===== config.mk =====
export PLATFORM = sky130hd
export DESIGN_NAME = csv_field_splitter_unit
export DESIGN_NICKNAME = d
export VERILOG_FILES = /design/src/hdl/csvs_pkg.sv /design/src/hdl/csvs_decode.sv /design/src/hdl/csvs_run_buf.sv /design/src/hdl/csv_field_splitter_unit.sv
export SDC_FILE = /design/constraint.sdc
export NUM_CORES = 1
export LEC_CHECK = 0
export BUFFER_PORTS_ARGS = -buffer_cell sky130_fd_sc_hd__buf_4
export CORE_MARGIN = 4
export CORE_UTILIZATION = 45
export CTS_BUF_LIST = sky130_fd_sc_hd__clkbuf_8
export DETAILED_ROUTE_END_ITERATION = 8
export GPL_TIMING_DRIVEN = 0
export PLACE_DENSITY = 0.61
export SETUP_SLACK_MARGIN = 0.1
export SLEW_MARGIN = 20
export SYNTH_ARGS = -nofsm -noshare
export SYNTH_HDL_FRONTEND = slang
export SYNTH_HIERARCHICAL = 1
export SYNTH_SLANG_ARGS = --single-unit

===== constraint.sdc =====
create_clock -name clk -period 3.57 [get_ports clk]
set_input_delay 0.357 -clock clk [delete_from_list [all_inputs] [get_ports clk]]
set_output_delay 0.357 -clock clk [all_outputs]
set_load 0.01 [all_outputs]

===== src/hdl/csvs_pkg.sv =====
// Shared types and constants for the CSV field splitter.
// Holds the parse mode encoding, result and run structures, and byte codes.
// No dependencies.
`default_nettype none

package csvs_pkg;

  localparam logic [7:0] QUOTE_BYTE = 8'd34;
  localparam logic [7:0] SPACE_BYTE = 8'd32;
  localparam logic [7:0] LF_BYTE    = 8'd10;
  localparam logic [7:0] FF_BYTE    = 8'd12;
  localparam logic [7:0] CR_BYTE    = 8'd13;

  localparam logic [7:0] DELIM_RESET = 8'd44;
  localparam logic [7:0] FILL_RESET  = 8'd48;

  localparam int unsigned RUN_MAX = 4;
  localparam int unsigned CNT_W   = 3;
  localparam int unsigned IDX_W   = 2;

  typedef enum logic [0:0] {
    REG_DELIMITER  = 1'b0,
    REG_EMPTY_FILL = 1'b1
  } cfg_reg_t;

  typedef enum logic [3:0] {
    MODE_START  = 4'b0001,
    MODE_PLAIN  = 4'b0010,
    MODE_QUOTED = 4'b0100,
    MODE_QSEEN  = 4'b1000
  } parse_mode_t;

  typedef struct packed {
    logic [7:0] data;
    logic       field_end;
    logic       record_end;
  } res_t;

  typedef struct packed {
    res_t [RUN_MAX-1:0] ent;
    logic [CNT_W-1:0]   cnt;
  } run_t;

  function automatic res_t mk_byte(input logic [7:0] b);
    res_t r;
    r.data       = b;
    r.field_end  = 1'b0;
    r.record_end = 1'b0;
    return r;
  endfunction

  function automatic res_t mk_end(input logic rec);
    res_t r;
    r.data       = 8'd0;
    r.field_end  = 1'b1;
    r.record_end = rec;
    return r;
  endfunction

  function automatic logic is_break(input logic [7:0] c);
    return (c == LF_BYTE) || (c == FF_BYTE) || (c == CR_BYTE);
  endfunction

endpackage

`default_nettype wire


===== src/hdl/csvs_decode.sv =====
// Parser state and per-byte decode for the CSV field splitter.
// Turns one registered text byte into a run of up to four results.
// Depends on csvs_pkg.
`default_nettype none

module csvs_decode
  import csvs_pkg::*;
(
  input  wire logic       clk,
  input  wire logic       rst,
  input  wire logic       advance,
  input  wire logic [7:0] ch,
  input  wire logic       final_byte,
  input  wire logic [7:0] delimiter,
  input  wire logic [7:0] empty_fill,
  output run_t            run
);

  parse_mode_t mode, mode_next;
  logic        after_delim, after_delim_next;

  always_comb begin
    parse_mode_t      mode_m;
    logic             ad_m;
    logic [1:0]       n1;
    logic [1:0]       n2;
    res_t             a0, a1, b0, b1;
    logic             is_d, is_b, is_q;

    is_d   = (ch == delimiter);
    is_b   = is_break(ch);
    is_q   = (ch == QUOTE_BYTE);
    mode_m = mode;
    ad_m   = after_delim;
    n1     = 2'd0;
    n2     = 2'd0;
    a0     = mk_byte(empty_fill);
    a1     = mk_end(1'b0);
    b0     = mk_byte(empty_fill);
    b1     = mk_end(1'b1);

    unique case (mode)
      MODE_START: begin
        if (is_d) begin
          n1   = 2'd2;
          ad_m = 1'b1;
        end else if (is_b) begin
          // A break at a record start (blank line, LF of CR LF) emits nothing.
          if (after_delim) begin
            n1 = 2'd2;
            a1 = mk_end(1'b1);
          end
          ad_m = 1'b0;
        end else if (is_q) begin
          mode_m = MODE_QUOTED;
          ad_m   = 1'b1;
        end else begin
          n1     = 2'd1;
          a0     = mk_byte(ch);
          mode_m = MODE_PLAIN;
          ad_m   = 1'b0;
        end
      end
      MODE_PLAIN: begin
        if (is_d) begin
          n1     = 2'd1;
          a0     = mk_end(1'b0);
          mode_m = MODE_START;
          ad_m   = 1'b1;
        end else if (is_b) begin
          n1     = 2'd1;
          a0     = mk_end(1'b1);
          mode_m = MODE_START;
          ad_m   = 1'b0;
        end else if (!is_q) begin
          n1 = 2'd1;
          a0 = mk_byte(ch);
        end
      end
      MODE_QUOTED: begin
        if (is_q) begin
          mode_m = MODE_QSEEN;
        end else begin
          n1   = 2'd1;
          a0   = mk_byte(is_b ? SPACE_BYTE : ch);
          ad_m = 1'b0;
        end
      end
      MODE_QSEEN: begin
        if (is_q) begin
          n1     = 2'd1;
          a0     = mk_byte(QUOTE_BYTE);
          mode_m = MODE_QUOTED;
          ad_m   = 1'b0;
        end else if (is_d || is_b) begin
          // Close the quoted field, with the fill byte when it stayed empty.
          // The delimiter takes precedence, so only a plain break ends the record.
          if (after_delim) begin
            n1 = 2'd2;
            a1 = mk_end(!is_d);
          end else begin
            n1 = 2'd1;
            a0 = mk_end(!is_d);
          end
          mode_m = MODE_START;
          ad_m   = is_d;
        end else begin
          n1     = 2'd1;
          a0     = mk_byte(ch);
          mode_m = MODE_PLAIN;
          ad_m   = 1'b0;
        end
      end
      default: begin
        mode_m = MODE_START;
        ad_m   = 1'b0;
      end
    endcase

    mode_next        = mode_m;
    after_delim_next = ad_m;

    if (final_byte) begin
      unique case (mode_m)
        MODE_START: begin
          if (ad_m) begin
            n2 = 2'd2;
          end
        end
        MODE_PLAIN: begin
          n2 = 2'd1;
          b0 = mk_end(1'b1);
        end
        default: begin
          if (ad_m) begin
            n2 = 2'd2;
          end else begin
            n2 = 2'd1;
            b0 = mk_end(1'b1);
          end
        end
      endcase
      mode_next        = MODE_START;
      after_delim_next = 1'b0;
    end

    run.ent = '0;
    unique case (n1)
      2'd0: begin
        run.ent[0] = b0;
        run.ent[1] = b1;
      end
      2'd1: begin
        run.ent[0] = a0;
        run.ent[1] = b0;
        run.ent[2] = b1;
      end
      default: begin
        run.ent[0] = a0;
        run.ent[1] = a1;
        run.ent[2] = b0;
        run.ent[3] = b1;
      end
    endcase
    run.cnt = CNT_W'(n1) + CNT_W'(n2);
  end

  always_ff @(posedge clk) begin
    if (rst) begin
      mode        <= MODE_START;
      after_delim <= 1'b0;
    end else if (advance) begin
      mode        <= mode_next;
      after_delim <= after_delim_next;
    end
  end

endmodule

`default_nettype wire


===== src/hdl/csvs_run_buf.sv =====
// Result register for the CSV field splitter.
// Holds one decoded run and hands its results out one per transaction.
// Depends on csvs_pkg.
`default_nettype none

module csvs_run_buf
  import csvs_pkg::*;
(
  input  wire logic       clk,
  input  wire logic       rst,
  input  wire logic       load,
  input  run_t            run_in,
  output logic            take,
  output logic            m_tvalid,
  input  wire logic       m_tready,
  output logic [7:0]      m_tdata,
  output logic [1:0]      m_tuser,
  output logic            m_tlast
);

  res_t [RUN_MAX-1:0] ent;
  logic [CNT_W-1:0]   cnt;
  logic [IDX_W-1:0]   idx;
  res_t               cur;

  assign cur      = ent[idx];
  assign m_tvalid = (cnt != '0);
  assign m_tdata  = cur.data;
  assign m_tuser  = {cur.record_end, cur.field_end};
  assign m_tlast  = (cnt == CNT_W'(1));

  // A new run may enter when the register is empty or its last result leaves now.
  assign take = (cnt == '0) || (m_tlast && m_tready);

  always_ff @(posedge clk) begin
    if (load) begin
      ent <= run_in.ent;
    end
  end

  always_ff @(posedge clk) begin
    if (rst) begin
      cnt <= '0;
      idx <= '0;
    end else if (load) begin
      cnt <= run_in.cnt;
      idx <= '0;
    end else if (m_tvalid && m_tready) begin
      cnt <= cnt - CNT_W'(1);
      idx <= idx + IDX_W'(1);
    end
  end

endmodule

`default_nettype wire


===== src/hdl/csv_field_splitter_unit.sv =====
// CSV field splitter: one text byte in, up to four field results out.
// An accepted byte is held in the input byte register, then its decoded run goes into the result register.
// Throughput: one byte per cycle while each byte gives at most one result and m_tready is high;
// a byte that gives n results holds the result register until all n of them have left.
// Reset (rst, synchronous): delimiter ',' and fill '0', parser at record start.
`default_nettype none

module csv_field_splitter_unit
  import csvs_pkg::*;
(
  input  wire logic       clk,
  input  wire logic       rst,
  input  wire logic       s_tvalid,
  output logic            s_tready,
  input  wire logic [7:0] s_tdata,   // [7:0] ch
  input  wire logic       s_tlast,   // final_byte
  output logic            m_tvalid,
  input  wire logic       m_tready,
  output logic [7:0]      m_tdata,   // [7:0] out_byte
  output logic [1:0]      m_tuser,   // [0] field_end, [1] record_end
  output logic            m_tlast,   // last_of_run
  input  wire logic       cfg_valid,
  output logic            cfg_ready,
  input  wire logic [0:0] cfg_index,
  input  wire logic [7:0] cfg_data
);

  logic [7:0] delimiter;
  logic [7:0] empty_fill;
  logic       in_valid;
  logic [7:0] in_ch;
  logic       in_final;
  logic       take;
  logic       advance;
  run_t       run;

  assign cfg_ready = 1'b1;

  always_ff @(posedge clk) begin
    if (rst) begin
      delimiter  <= DELIM_RESET;
      empty_fill <= FILL_RESET;
    end else if (cfg_valid) begin
      unique case (cfg_reg_t'(cfg_index))
        REG_DELIMITER:  delimiter  <= cfg_data;
        REG_EMPTY_FILL: empty_fill <= cfg_data;
        default:        delimiter  <= delimiter;
      endcase
    end
  end

  assign advance  = in_valid && take;
  assign s_tready = !in_valid || advance;

  always_ff @(posedge clk) begin
    if (rst) begin
      in_valid <= 1'b0;
    end else if (s_tready) begin
      in_valid <= s_tvalid;
    end
  end

  always_ff @(posedge clk) begin
    if (s_tvalid && s_tready) begin
      in_ch    <= s_tdata;
      in_final <= s_tlast;
    end
  end

  csvs_decode u_decode (
    .clk        (clk),
    .rst        (rst),
    .advance    (advance),
    .ch         (in_ch),
    .final_byte (in_final),
    .delimiter  (delimiter),
    .empty_fill (empty_fill),
    .run        (run)
  );

  csvs_run_buf u_run_buf (
    .clk      (clk),
    .rst      (rst),
    .load     (advance),
    .run_in   (run),
    .take     (take),
    .m_tvalid (m_tvalid),
    .m_tready (m_tready),
    .m_tdata  (m_tdata),
    .m_tuser  (m_tuser),
    .m_tlast  (m_tlast)
  );

endmodule

`default_nettype wire


==> impl_metrics.csv, run 1 <==
group,metric,value,unit
synthesis,synth_edf_count,49,
sta,setup_tns,0,ns
critical_path,ff2ff_path_depth,10,
critical_path,reg2reg_slack,0.37,ns
power_and_ir_drop,ir_drop,0.237,mV
floorplan,die_y,104,um
synthesis,avgSynthCellArea,11.7,um^2
synthesis,syn_inst,350,
power_and_ir_drop,p_int,0.00184,W
critical_path,cp.required,3.84,ns
power_and_ir_drop,p_seq_share,44.2,%
placed_design,dp_hpwl,6170,um
detailed_routing,wl,8460,um
clocking,ctsResizeCount,0,
grt,gr-total-overflow,0,
synthesis,yosysMostFrequentCell,"edfxtp_1",
critical_path,crit_type,"reg2reg",
detailed_routing,drtPass1Iterations,4,
clocking,cts.path.max_buffers,2,
run_status,run_status,"finished, final reports clean",
clocking,cts_tree,"done",
placed_design,place_congestion,0.905,
grt,grt_max_degree,36,
grt,grtUsageTotal,16.8,%
detailed_routing,postRouteAntennaNets,0,
clocking,htreeDepth,3,
grt,grt_pass1_vias,2758,
power_and_ir_drop,powerDensity,577,mW/mm^2
synthesis,yosysTopAreaCellShare,35.8,%
sta,hold_viol_final,0,
synthesis,synth.cell_area,0.00411,mm^2
min_path,worstHoldStart,"s_tdata[4]",
clocking,cts.sinks,76,
sta,fmax,313,MHz
floorplan,io_pins,37,
critical_path,worstReg2RegEnd,"u_run_buf/cnt[1]",
synthesis,yosys.area.top_type,"edfxtp_1",
floorplan,die_area,0.0107,mm^2
min_path,hp-class,"in2reg",
synthesis,yosysSeqAreaShare,48.9,%
synthesis,ys_top_cells_by_area,"edfxtp_1 (36%), dfxtp_1 (13%), mux4_2 (5.5%)",
critical_path,reg2reg_from,"in_ch[2]",
clocking,cts_buffers,9,
placed_design,portBuffers,35,
critical_path,critPathArrivalTime,3.46,ns
synthesis,synth_common_cells,"edfxtp_1 (49), dfxtp_1 (27), nor2_1 (26)",
detailed_routing,drtIter0Drc,193,
sta,rsz0062_at_grt,"no",
critical_path,cp-end-kind,"flop",
sta,drv_slew,0,
floorplan,die_w,104,um
sta,slew_headroom,45.5,%
floorplan,rows,34,
cells_and_area,antenna_cells,0,
min_path,worstHoldPathCells,1,
synthesis,ys_warn_count,6,
power_and_ir_drop,p_sw_share,32.6,%
detailed_routing,vias_per_cell,5.39,
power_and_ir_drop,combPwrFrac,34.0,%
critical_path,startpoint_type,"flop",
min_path,hold_end,"in_ch[4]",
sta,worst_pin_slew,0.815,ns
cells_and_area,drive_gt1_share,30.6,%
critical_path,cp_slowest_cell,"edfxtp_1",
clocking,insertion_delay,0.36,ns
synthesis,ys_seq_elements,76,
critical_path,cp_max_fo,10,
sta,min_period_over_period,89.5,%
detailed_routing,wl_per_cell,16.4,um
clocking,root_buffer,"clkbuf_8",
sta,timing.hold.ws,0.170,ns
floorplan,core-area,0.00881,mm^2
detailed_routing,vias,2788,
critical_path,critPathMaxStageDelay,0.51,ns
sta,finalSetupViolations,0,
critical_path,path_cells,"nor3b_2 -> nand4b_1 -> buf_2 -> a32o_1 -> nor2_1 -> inv_1 -> ha_1 -> fa_1 -> nand2_1 -> o32ai_1",
grt,grt_pass1_wl,14400,um
sta,period_needed,3.20,ns
clocking,cts_hold_buf,0,
synthesis,ys_types,77,
synthesis,ys.flop_type,"edfxtp_1",
synthesis,postSynth.asyncResetShare,0,%
clocking,clk_pin_slew,0.08,ns
cells_and_area,area_growth,15.1,%
cells_and_area,finalNetCount,432,
sta,finClkSkew,0.00903,ns
power_and_ir_drop,switchingPower,0.000891,W
clocking,postCtsSetupRepairBufs,0,
power_and_ir_drop,p_clk_share,21.8,%
power_and_ir_drop,leakage,1.83,nW
grt,antenna_found_initial,0,
floorplan,initial_core_util,46.7,%
detailed_routing,drcViolationCount,0,
job,maxCapViolCount,0,
-- sequential cells by signal, summed over array words and instances (netlist names), 2 cells and up --
register,cells
delimiter,8
empty_fill,8
in_ch,8
u_decode/mode,4
u_run_buf/cnt,3
u_run_buf/ent,40
u_run_buf/idx,2
-- power groups by stage --
stage	clock [W]	sequential, W	combinational [W]
final	0.000595	0.00121	0.000928
after detailed placement	0	0.00123	0.000927
after floorplan	0	0.00121	0.000648
after global routing	0.000659	0.00122	0.00103
after global placement	0	0.00123	0.000907
after CTS	0.000620	0.00121	0.000934
-- worst max-delay path by stage --
stage / startpoint / end / slack [ns]
finish: in_ch[2] / u_run_buf/cnt[1] / 0.37
global route: in_ch[2] / u_run_buf/cnt[1] / 0.13
CTS: in_ch[2] / u_run_buf/cnt[1] / 0.38
detailed placement: in_ch[2] / u_run_buf/cnt[1] / 0.39
global placement: u_run_buf/cnt[0] / u_decode/mode[0] / 0.03
floorplan: u_run_buf/cnt[0] / u_decode/mode[0] / 0.71
-- metrics by stage --
stage               total power (W)  setup WS (ns)  area (um^2)  utilization, %  instances
finish                      0.00273          0.375         4730            53.7        517
global route                0.00291          0.133         4730            53.7        517
CTS                         0.00276          0.381         4730            53.7        517
detailed placement          0.00216          0.392         4560            51.7        501
global placement            0.00214         0.0273         4530            51.5        500
floorplan                   0.00185          0.707         4140               -        357
-- critical path, delay by kind of cell (launching register included) --
kind	cells	cell delay, ns
compound gates	2	0.47
fa+ha+maj	2	0.69
buf+inv	2	0.39
flops	1	0.51
simple gates	4	1.03
-- cell usage in the layout, fill, tap and decap left out, types with 10 or more instances in the layout --
cell type,netlist,routed
a21oi_1,23,23
buf_4,12,47
clkbuf_8,0,10
dfxtp_1,27,27
edfxtp_1,49,49
inv_1,13,13
mux2i_1,11,11
mux4_2,10,10
nand2b_1,18,18
nor2_1,26,26
-- cells by family after synthesis --
kind of cell    Yosys count  share of synthesized area [%]
compound gates           76                           13.1
fa+ha+maj                 5                           1.70
simple gates            115                           18.8
other cells               2                          0.183
buf+inv                  45                           7.00
mux                      21                           8.16
xor+xnor                 10                           2.13
flops                    76                           48.9
-- routing by layer --
| layer | share of wire [%] | global-route usage (%) | routed length (um) | vias to the layer above |
|---|---|---|---|---|
| met3 | 4.8 | 4.04 | 402 | 9 |
| met1 | 49 | 23.9 | 4160 | 1327 |
| met2 | 45 | 25.4 | 3790 | 75 |
| met5 | 0 | 0 | 0 | - |
| met4 | 1.2 | 5.60 | 105 | 0 |
| li1 | - | - | - | 1377 |
-- layout make-up --
type / count / area, um^2
Buffer: 29 / 215
Clock buffer: 10 / 138
Clock inverter: 6 / 38.8
Fill cell: 786 / 4070
Inverter: 16 / 72.6
Multi-Input combinational cell: 236 / 1840
Sequential cell: 76 / 2010
Tap cell: 108 / 135
Timing Repair Buffer: 36 / 283
No activity file was read; power rests on OpenSTA's default activity.
==> inputs of run 2 (changes only) <==
--- a/config.mk
+++ b/config.mk
@@ -6,12 +6,15 @@
 export NUM_CORES = 1
 export LEC_CHECK = 0
 export BUFFER_PORTS_ARGS = -buffer_cell sky130_fd_sc_hd__buf_4
+export CELL_PAD_IN_SITES_DETAIL_PLACEMENT = 1
+export CELL_PAD_IN_SITES_GLOBAL_PLACEMENT = 1
 export CORE_MARGIN = 4
 export CORE_UTILIZATION = 45
 export CTS_BUF_LIST = sky130_fd_sc_hd__clkbuf_8
+export CTS_CLUSTER_SIZE = 40
 export DETAILED_ROUTE_END_ITERATION = 8
 export GPL_TIMING_DRIVEN = 0
-export PLACE_DENSITY = 0.61
+export PLACE_DENSITY = 0.73
 export SETUP_SLACK_MARGIN = 0.1
 export SLEW_MARGIN = 20
 export SYNTH_ARGS = -nofsm -noshare
==> constraint.sdc (replaced) <==
create_clock -name clk -period 3.8 [get_ports clk]
set_input_delay 0.38 -clock clk [delete_from_list [all_inputs] [get_ports clk]]
set_output_delay 0.38 -clock clk [all_outputs]
set_load 0.01 [all_outputs]
==> impl_metrics.csv, run 2 (same netlist as run 1, synthesis figures left out) <==
group,metric,value,unit
critical_path,cp_slowest_cell,"edfxtp_1",
critical_path,cp-end-kind,"flop",
cells_and_area,area_growth,16.5,%
detailed_routing,drtIter0Drc,166,
clocking,cts_buffers,9,
clocking,cts_hold_buf,0,
floorplan,io_pins,37,
placed_design,dp_hpwl,7000,um
power_and_ir_drop,p_sw_share,31.6,%
cells_and_area,final_common_cell,"edfxtp_1",
critical_path,cp_max_fo,10,
sta,finalSetupViolations,0,
detailed_routing,vias,2856,
sta,rsz0062_at_grt,"no",
grt,grt_pass1_vias,3023,
power_and_ir_drop,p_seq_share,41.7,%
detailed_routing,wl_per_cell,18.2,um
sta,fmax,305,MHz
clocking,cts.path.max_buffers,2,
power_and_ir_drop,p_int,0.00187,W
grt,grt_pass1_wl,16100,um
clocking,postCtsSetupRepairBufs,0,
floorplan,die_y,104,um
power_and_ir_drop,p_clk_share,26.0,%
critical_path,path_cells,"nor3b_2 -> nand4b_1 -> buf_2 -> a32o_1 -> nor2_1 -> inv_1 -> ha_1 -> fa_1 -> nand2_1 -> o32ai_1",
cells_and_area,finalNetCount,432,
clocking,ctsResizeCount,0,
sta,worst_pin_slew,0.846,ns
power_and_ir_drop,powerDensity,571,mW/mm^2
sta,min_period_over_period,86.3,%
detailed_routing,postRouteAntennaNets,0,
clocking,cts.sinks,76,
sta,period_needed,3.28,ns
grt,gr-total-overflow,0,
detailed_routing,vias_per_cell,5.52,
power_and_ir_drop,ir_drop,0.256,mV
grt,grt_max_degree,32,
job,maxCapViolCount,0,
clocking,insertion_delay,0.34,ns
sta,finClkSkew,0.0127,ns
sta,hold_viol_final,0,
placed_design,dp.cells,501,
grt,antenna_found_initial,0,
clocking,root_buffer,"clkbuf_8",
clocking,clk_pin_slew,0.09,ns
critical_path,crit_type,"reg2reg",
cells_and_area,ff_latch_area,0.00201,mm^2
floorplan,initial_core_util,46.7,%
sta,slew_headroom,43.4,%
floorplan,die_w,104,um
placed_design,portBuffers,35,
cells_and_area,multi_input_area,0.00184,mm^2
detailed_routing,drcViolationCount,0,
floorplan,rows,34,
floorplan,die_area,0.0107,mm^2
clocking,cts_tree,"done",
cells_and_area,largest_register_ffs,40,
run_status,run_status,"finished, final reports clean",
cells_and_area,fin_cells,517,
floorplan,core-area,0.00881,mm^2
power_and_ir_drop,combPwrFrac,32.3,%
critical_path,startpoint_type,"flop",
critical_path,cp.required,4.06,ns
cells_and_area,n_fill_cell,955,
critical_path,critPathMaxStageDelay,0.49,ns
sta,setup_tns,0,ns
cells_and_area,top_register,"u_run_buf/ent",
critical_path,critPathArrivalTime,3.54,ns
placed_design,place_congestion,0.861,
cells_and_area,antenna_cells,0,
cells_and_area,final_cell_mix,"edfxtp_1 (49), buf_4 (47), dfxtp_1 (27)",
power_and_ir_drop,leakage,1.85,nW
grt,grtUsageTotal,18.5,%
min_path,hp-class,"in2reg",
detailed_routing,drtPass1Iterations,4,
clocking,htreeDepth,3,
detailed_routing,wl,9430,um
power_and_ir_drop,switchingPower,0.000864,W
cells_and_area,drive_gt1_share,30.6,%
sta,drv_slew,0,
[run 2: changes by cell type in the layout (fill, tap and decap cells not counted)]
cell,change
clkinv_2,-3
clkinv_4,+2
inv_6,+1
bufinv_16,+2
clkinvlp_4,-2
[run 2: final timing paths]
kind                                         end  depth (start not counted)    startpoint  slack (ns)
worst max-delay path            u_run_buf/cnt[1]                         10      in_ch[2]        0.52
worst min-delay path                    in_ch[6]                          1    s_tdata[6]        0.21
worst max register to register  u_run_buf/cnt[1]                         10      in_ch[2]        0.52
worst min register to register      delimiter[0]                          2  delimiter[0]        0.49
[run 2: routing by layer]
metal	global-route usage [%]	up-vias	routed length [um]
li1	-	1375	-
met1	25.6	1417	4450
met5	0	-	0
met4	6.27	0	97
met2	29.4	56	4490
met3	3.30	8	394
[run 2: power by group through the flow]
stage / registers, W / logic, W / clock network [W]
after CTS: 0.00114 / 0.000893 / 0.000727
final: 0.00114 / 0.000884 / 0.000710
after detailed placement: 0.00116 / 0.000883 / 0
after floorplan: 0.00113 / 0.000609 / 0
after global placement: 0.00116 / 0.000854 / 0
after global routing: 0.00116 / 0.000981 / 0.000763
[run 2: critical path: cells and delay by family (launching register included)]
kind | cells | cell delay [ns]
buffers and inverters | 2 | 0.41
adders and majority gates | 2 | 0.70
AOI/OAI and AO/OA | 2 | 0.49
DFF | 1 | 0.49
and+or+nand+nor | 4 | 1.12
[run 2: final cells by class]
class / instances / share of cell area (%)
Inverter: 16 / 1.52
Buffer: 29 / 4.49
Timing Repair Buffer: 36 / 5.91
Clock inverter: 6 / 1.99
Tap cell: 108 / 2.82
Clock buffer: 10 / 2.87
Sequential cell: 76 / 42.0
Multi-Input combinational cell: 236 / 38.4
[run 2: stage by stage]
stage / util [%] / hold slack, ns / cell area [um^2] / total power, W / setup WS [ns]
2_1_floorplan: - / 0.449 / 4140 / 0.00174 / 0.937
3_5_place_dp: 51.7 / 0.485 / 4560 / 0.00205 / 0.494
4_1_cts: 54.4 / 0.191 / 4790 / 0.00276 / 0.512
5_1_grt: 54.4 / 0.187 / 4790 / 0.00290 / 0.229
3_3_place_gp: 51.5 / 0.474 / 4530 / 0.00201 / 0.269
6_report: 54.4 / 0.207 / 4790 / 0.00274 / 0.522
==> inputs of run 3 (changes only) <==
--- a/config.mk
+++ b/config.mk
@@ -10,12 +10,11 @@
 export CELL_PAD_IN_SITES_GLOBAL_PLACEMENT = 1
 export CORE_MARGIN = 4
 export CORE_UTILIZATION = 45
-export CTS_BUF_LIST = sky130_fd_sc_hd__clkbuf_8
 export CTS_CLUSTER_SIZE = 40
 export DETAILED_ROUTE_END_ITERATION = 8
 export GPL_TIMING_DRIVEN = 0
 export PLACE_DENSITY = 0.73
-export SETUP_SLACK_MARGIN = 0.1
+export SETUP_SLACK_MARGIN = 0.3
 export SLEW_MARGIN = 20
 export SYNTH_ARGS = -nofsm -noshare
 export SYNTH_HDL_FRONTEND = slang
==> impl_metrics.csv, run 3 (same netlist as run 1, synthesis figures left out) <==
group,metric,value,unit
critical_path,startpoint_type,"flop",
cells_and_area,area_growth,16.6,%
sta,slew_headroom,43.8,%
run_status,run_status,"finished, final reports clean",
clocking,root_buffer,"clkbuf_8",
job,maxCapViolCount,0,
grt,antenna_found_initial,0,
detailed_routing,wl_met3,369,um
sta,finalSetupViolations,0,
cells_and_area,antenna_cells,0,
clocking,cts_hold_buf,0,
critical_path,reg2reg_slack,0.65,ns
critical_path,cp-end-kind,"flop",
cells_and_area,largest_register_ffs,40,
floorplan,die_w,104,um
cells_and_area,finalNetCount,432,
detailed_routing,vias,2869,
clocking,insertion_delay,0.34,ns
grt,grtUsageTotal,18.5,%
sta,rsz0062_at_grt,"no",
critical_path,crit_type,"reg2reg",
floorplan,die_area,0.0107,mm^2
grt,grt_pass1_vias,3023,
detailed_routing,wl_met2,4450,um
cells_and_area,drive_gt1_share,30.8,%
critical_path,cp.required,4.06,ns
cells_and_area,top_register,"u_run_buf/ent",
grt,gr-total-overflow,0,
floorplan,initial_core_util,46.7,%
detailed_routing,drcViolationCount,0,
detailed_routing,drtPass1Iterations,4,
clocking,htreeDepth,3,
grt,grt_pass1_wl,16100,um
detailed_routing,vias_per_cell,5.55,
sta,timing.hold.ws,0.207,ns
detailed_routing,postRouteAntennaNets,0,
cells_and_area,n_fill_cell,954,
clocking,cts_tree,"done",
cells_and_area,multi_input_area,0.00184,mm^2
sta,worst_pin_slew,0.841,ns
power_and_ir_drop,ir_drop,0.257,mV
floorplan,rows,34,
sta,period_needed,3.15,ns
sta,hold_viol_final,0,
detailed_routing,wl_per_cell,18.2,um
placed_design,place_congestion,0.861,
cells_and_area,ff_latch_area,0.00201,mm^2
clocking,cts.sinks,76,
sta,setup_tns,0,ns
power_and_ir_drop,leakage,1.85,nW
power_and_ir_drop,powerDensity,571,mW/mm^2
detailed_routing,dr.max_layer_used,"met4",
grt,grt_max_degree,32,
sta,min_period_over_period,83.0,%
cells_and_area,final_common_cell,"edfxtp_1",
critical_path,cp_max_fo,10,
cells_and_area,final_cell_mix,"edfxtp_1 (49), buf_4 (47), dfxtp_1 (27)",
min_path,hp-class,"in2reg",
detailed_routing,wl_met1,4510,um
clocking,cts.path.max_buffers,2,
clocking,cts_buffers,9,
placed_design,portBuffers,35,
placed_design,dp_hpwl,7000,um
sta,drv_slew,0,
floorplan,io_pins,37,
sta,finClkSkew,0.0127,ns
sta,fmax,317,MHz
floorplan,core-area,0.00881,mm^2
critical_path,critPathArrivalTime,3.41,ns
detailed_routing,wl,9420,um
detailed_routing,drtIter0Drc,171,
floorplan,die_y,104,um
clocking,clk_pin_slew,0.09,ns
run 3: cell counts in the layout (fill, tap and decap cells not counted):
Identical to the previous run, type by type.
run 3: critical path: stages (launching register included):
cell and delay (ns):
dfxtp_1 0.49, clkbuf_1 0.41, nand3b_1 0.32, o2bb2ai_1 0.32, a222oi_1 0.15, o211ai_2 0.41, inv_1 0.09, ha_1 0.20
fa_1 0.47, nand2_1 0.06, o32ai_1 0.14
run 3: layout make-up:
type | instances | share of cell area [%]
Tap cell | 108 | 2.82
Clock inverter | 6 | 1.98
Sequential cell | 76 | 42.0
Buffer | 29 | 4.49
Timing Repair Buffer | 36 | 5.90
Clock buffer | 10 | 2.87
Inverter | 16 | 1.51
Multi-Input combinational cell | 236 | 38.4
run 3: power by group:
part           switching [W]  internal [W]  leakage (nW)
sequential         0.0000778       0.00106         0.683
combinational       0.000472      0.000414          1.05
clock               0.000315      0.000395         0.117
run 3: what timing repair did:
item / 4_1_cts / 5_1_grt
resized for setup: 0 / 1
setup buffers: 0 / 0
endpoints found under the setup margin: 0 / 1
run 3: final timing paths:
path,end,depth (start not counted),start
worst max-delay path,u_run_buf/cnt[1],10,u_decode/mode[2]
worst min-delay path,in_ch[4],1,s_tdata[4]
worst max register to register,u_run_buf/cnt[1],10,u_decode/mode[2]
worst min register to register,delimiter[0],2,delimiter[0]
run 3: metal layers:
layer	GRT usage, %	vias to the layer above
li1	-	1375
met1	25.6	1426
met2	29.4	60
met3	3.30	8
met4	6.27	0
met5	0	-
run 3: through the flow:
step	area, um^2	setup WS [ns]	cells	utilization (%)	total power (W)
after floorplan	4140	0.937	357	-	0.00174
after global placement	4530	0.269	500	51.5	0.00201
after detailed placement	4560	0.494	501	51.7	0.00205
after CTS	4790	0.512	517	54.4	0.00276
after global routing	4790	0.326	517	54.4	0.00290
final	4790	0.646	517	54.4	0.00274
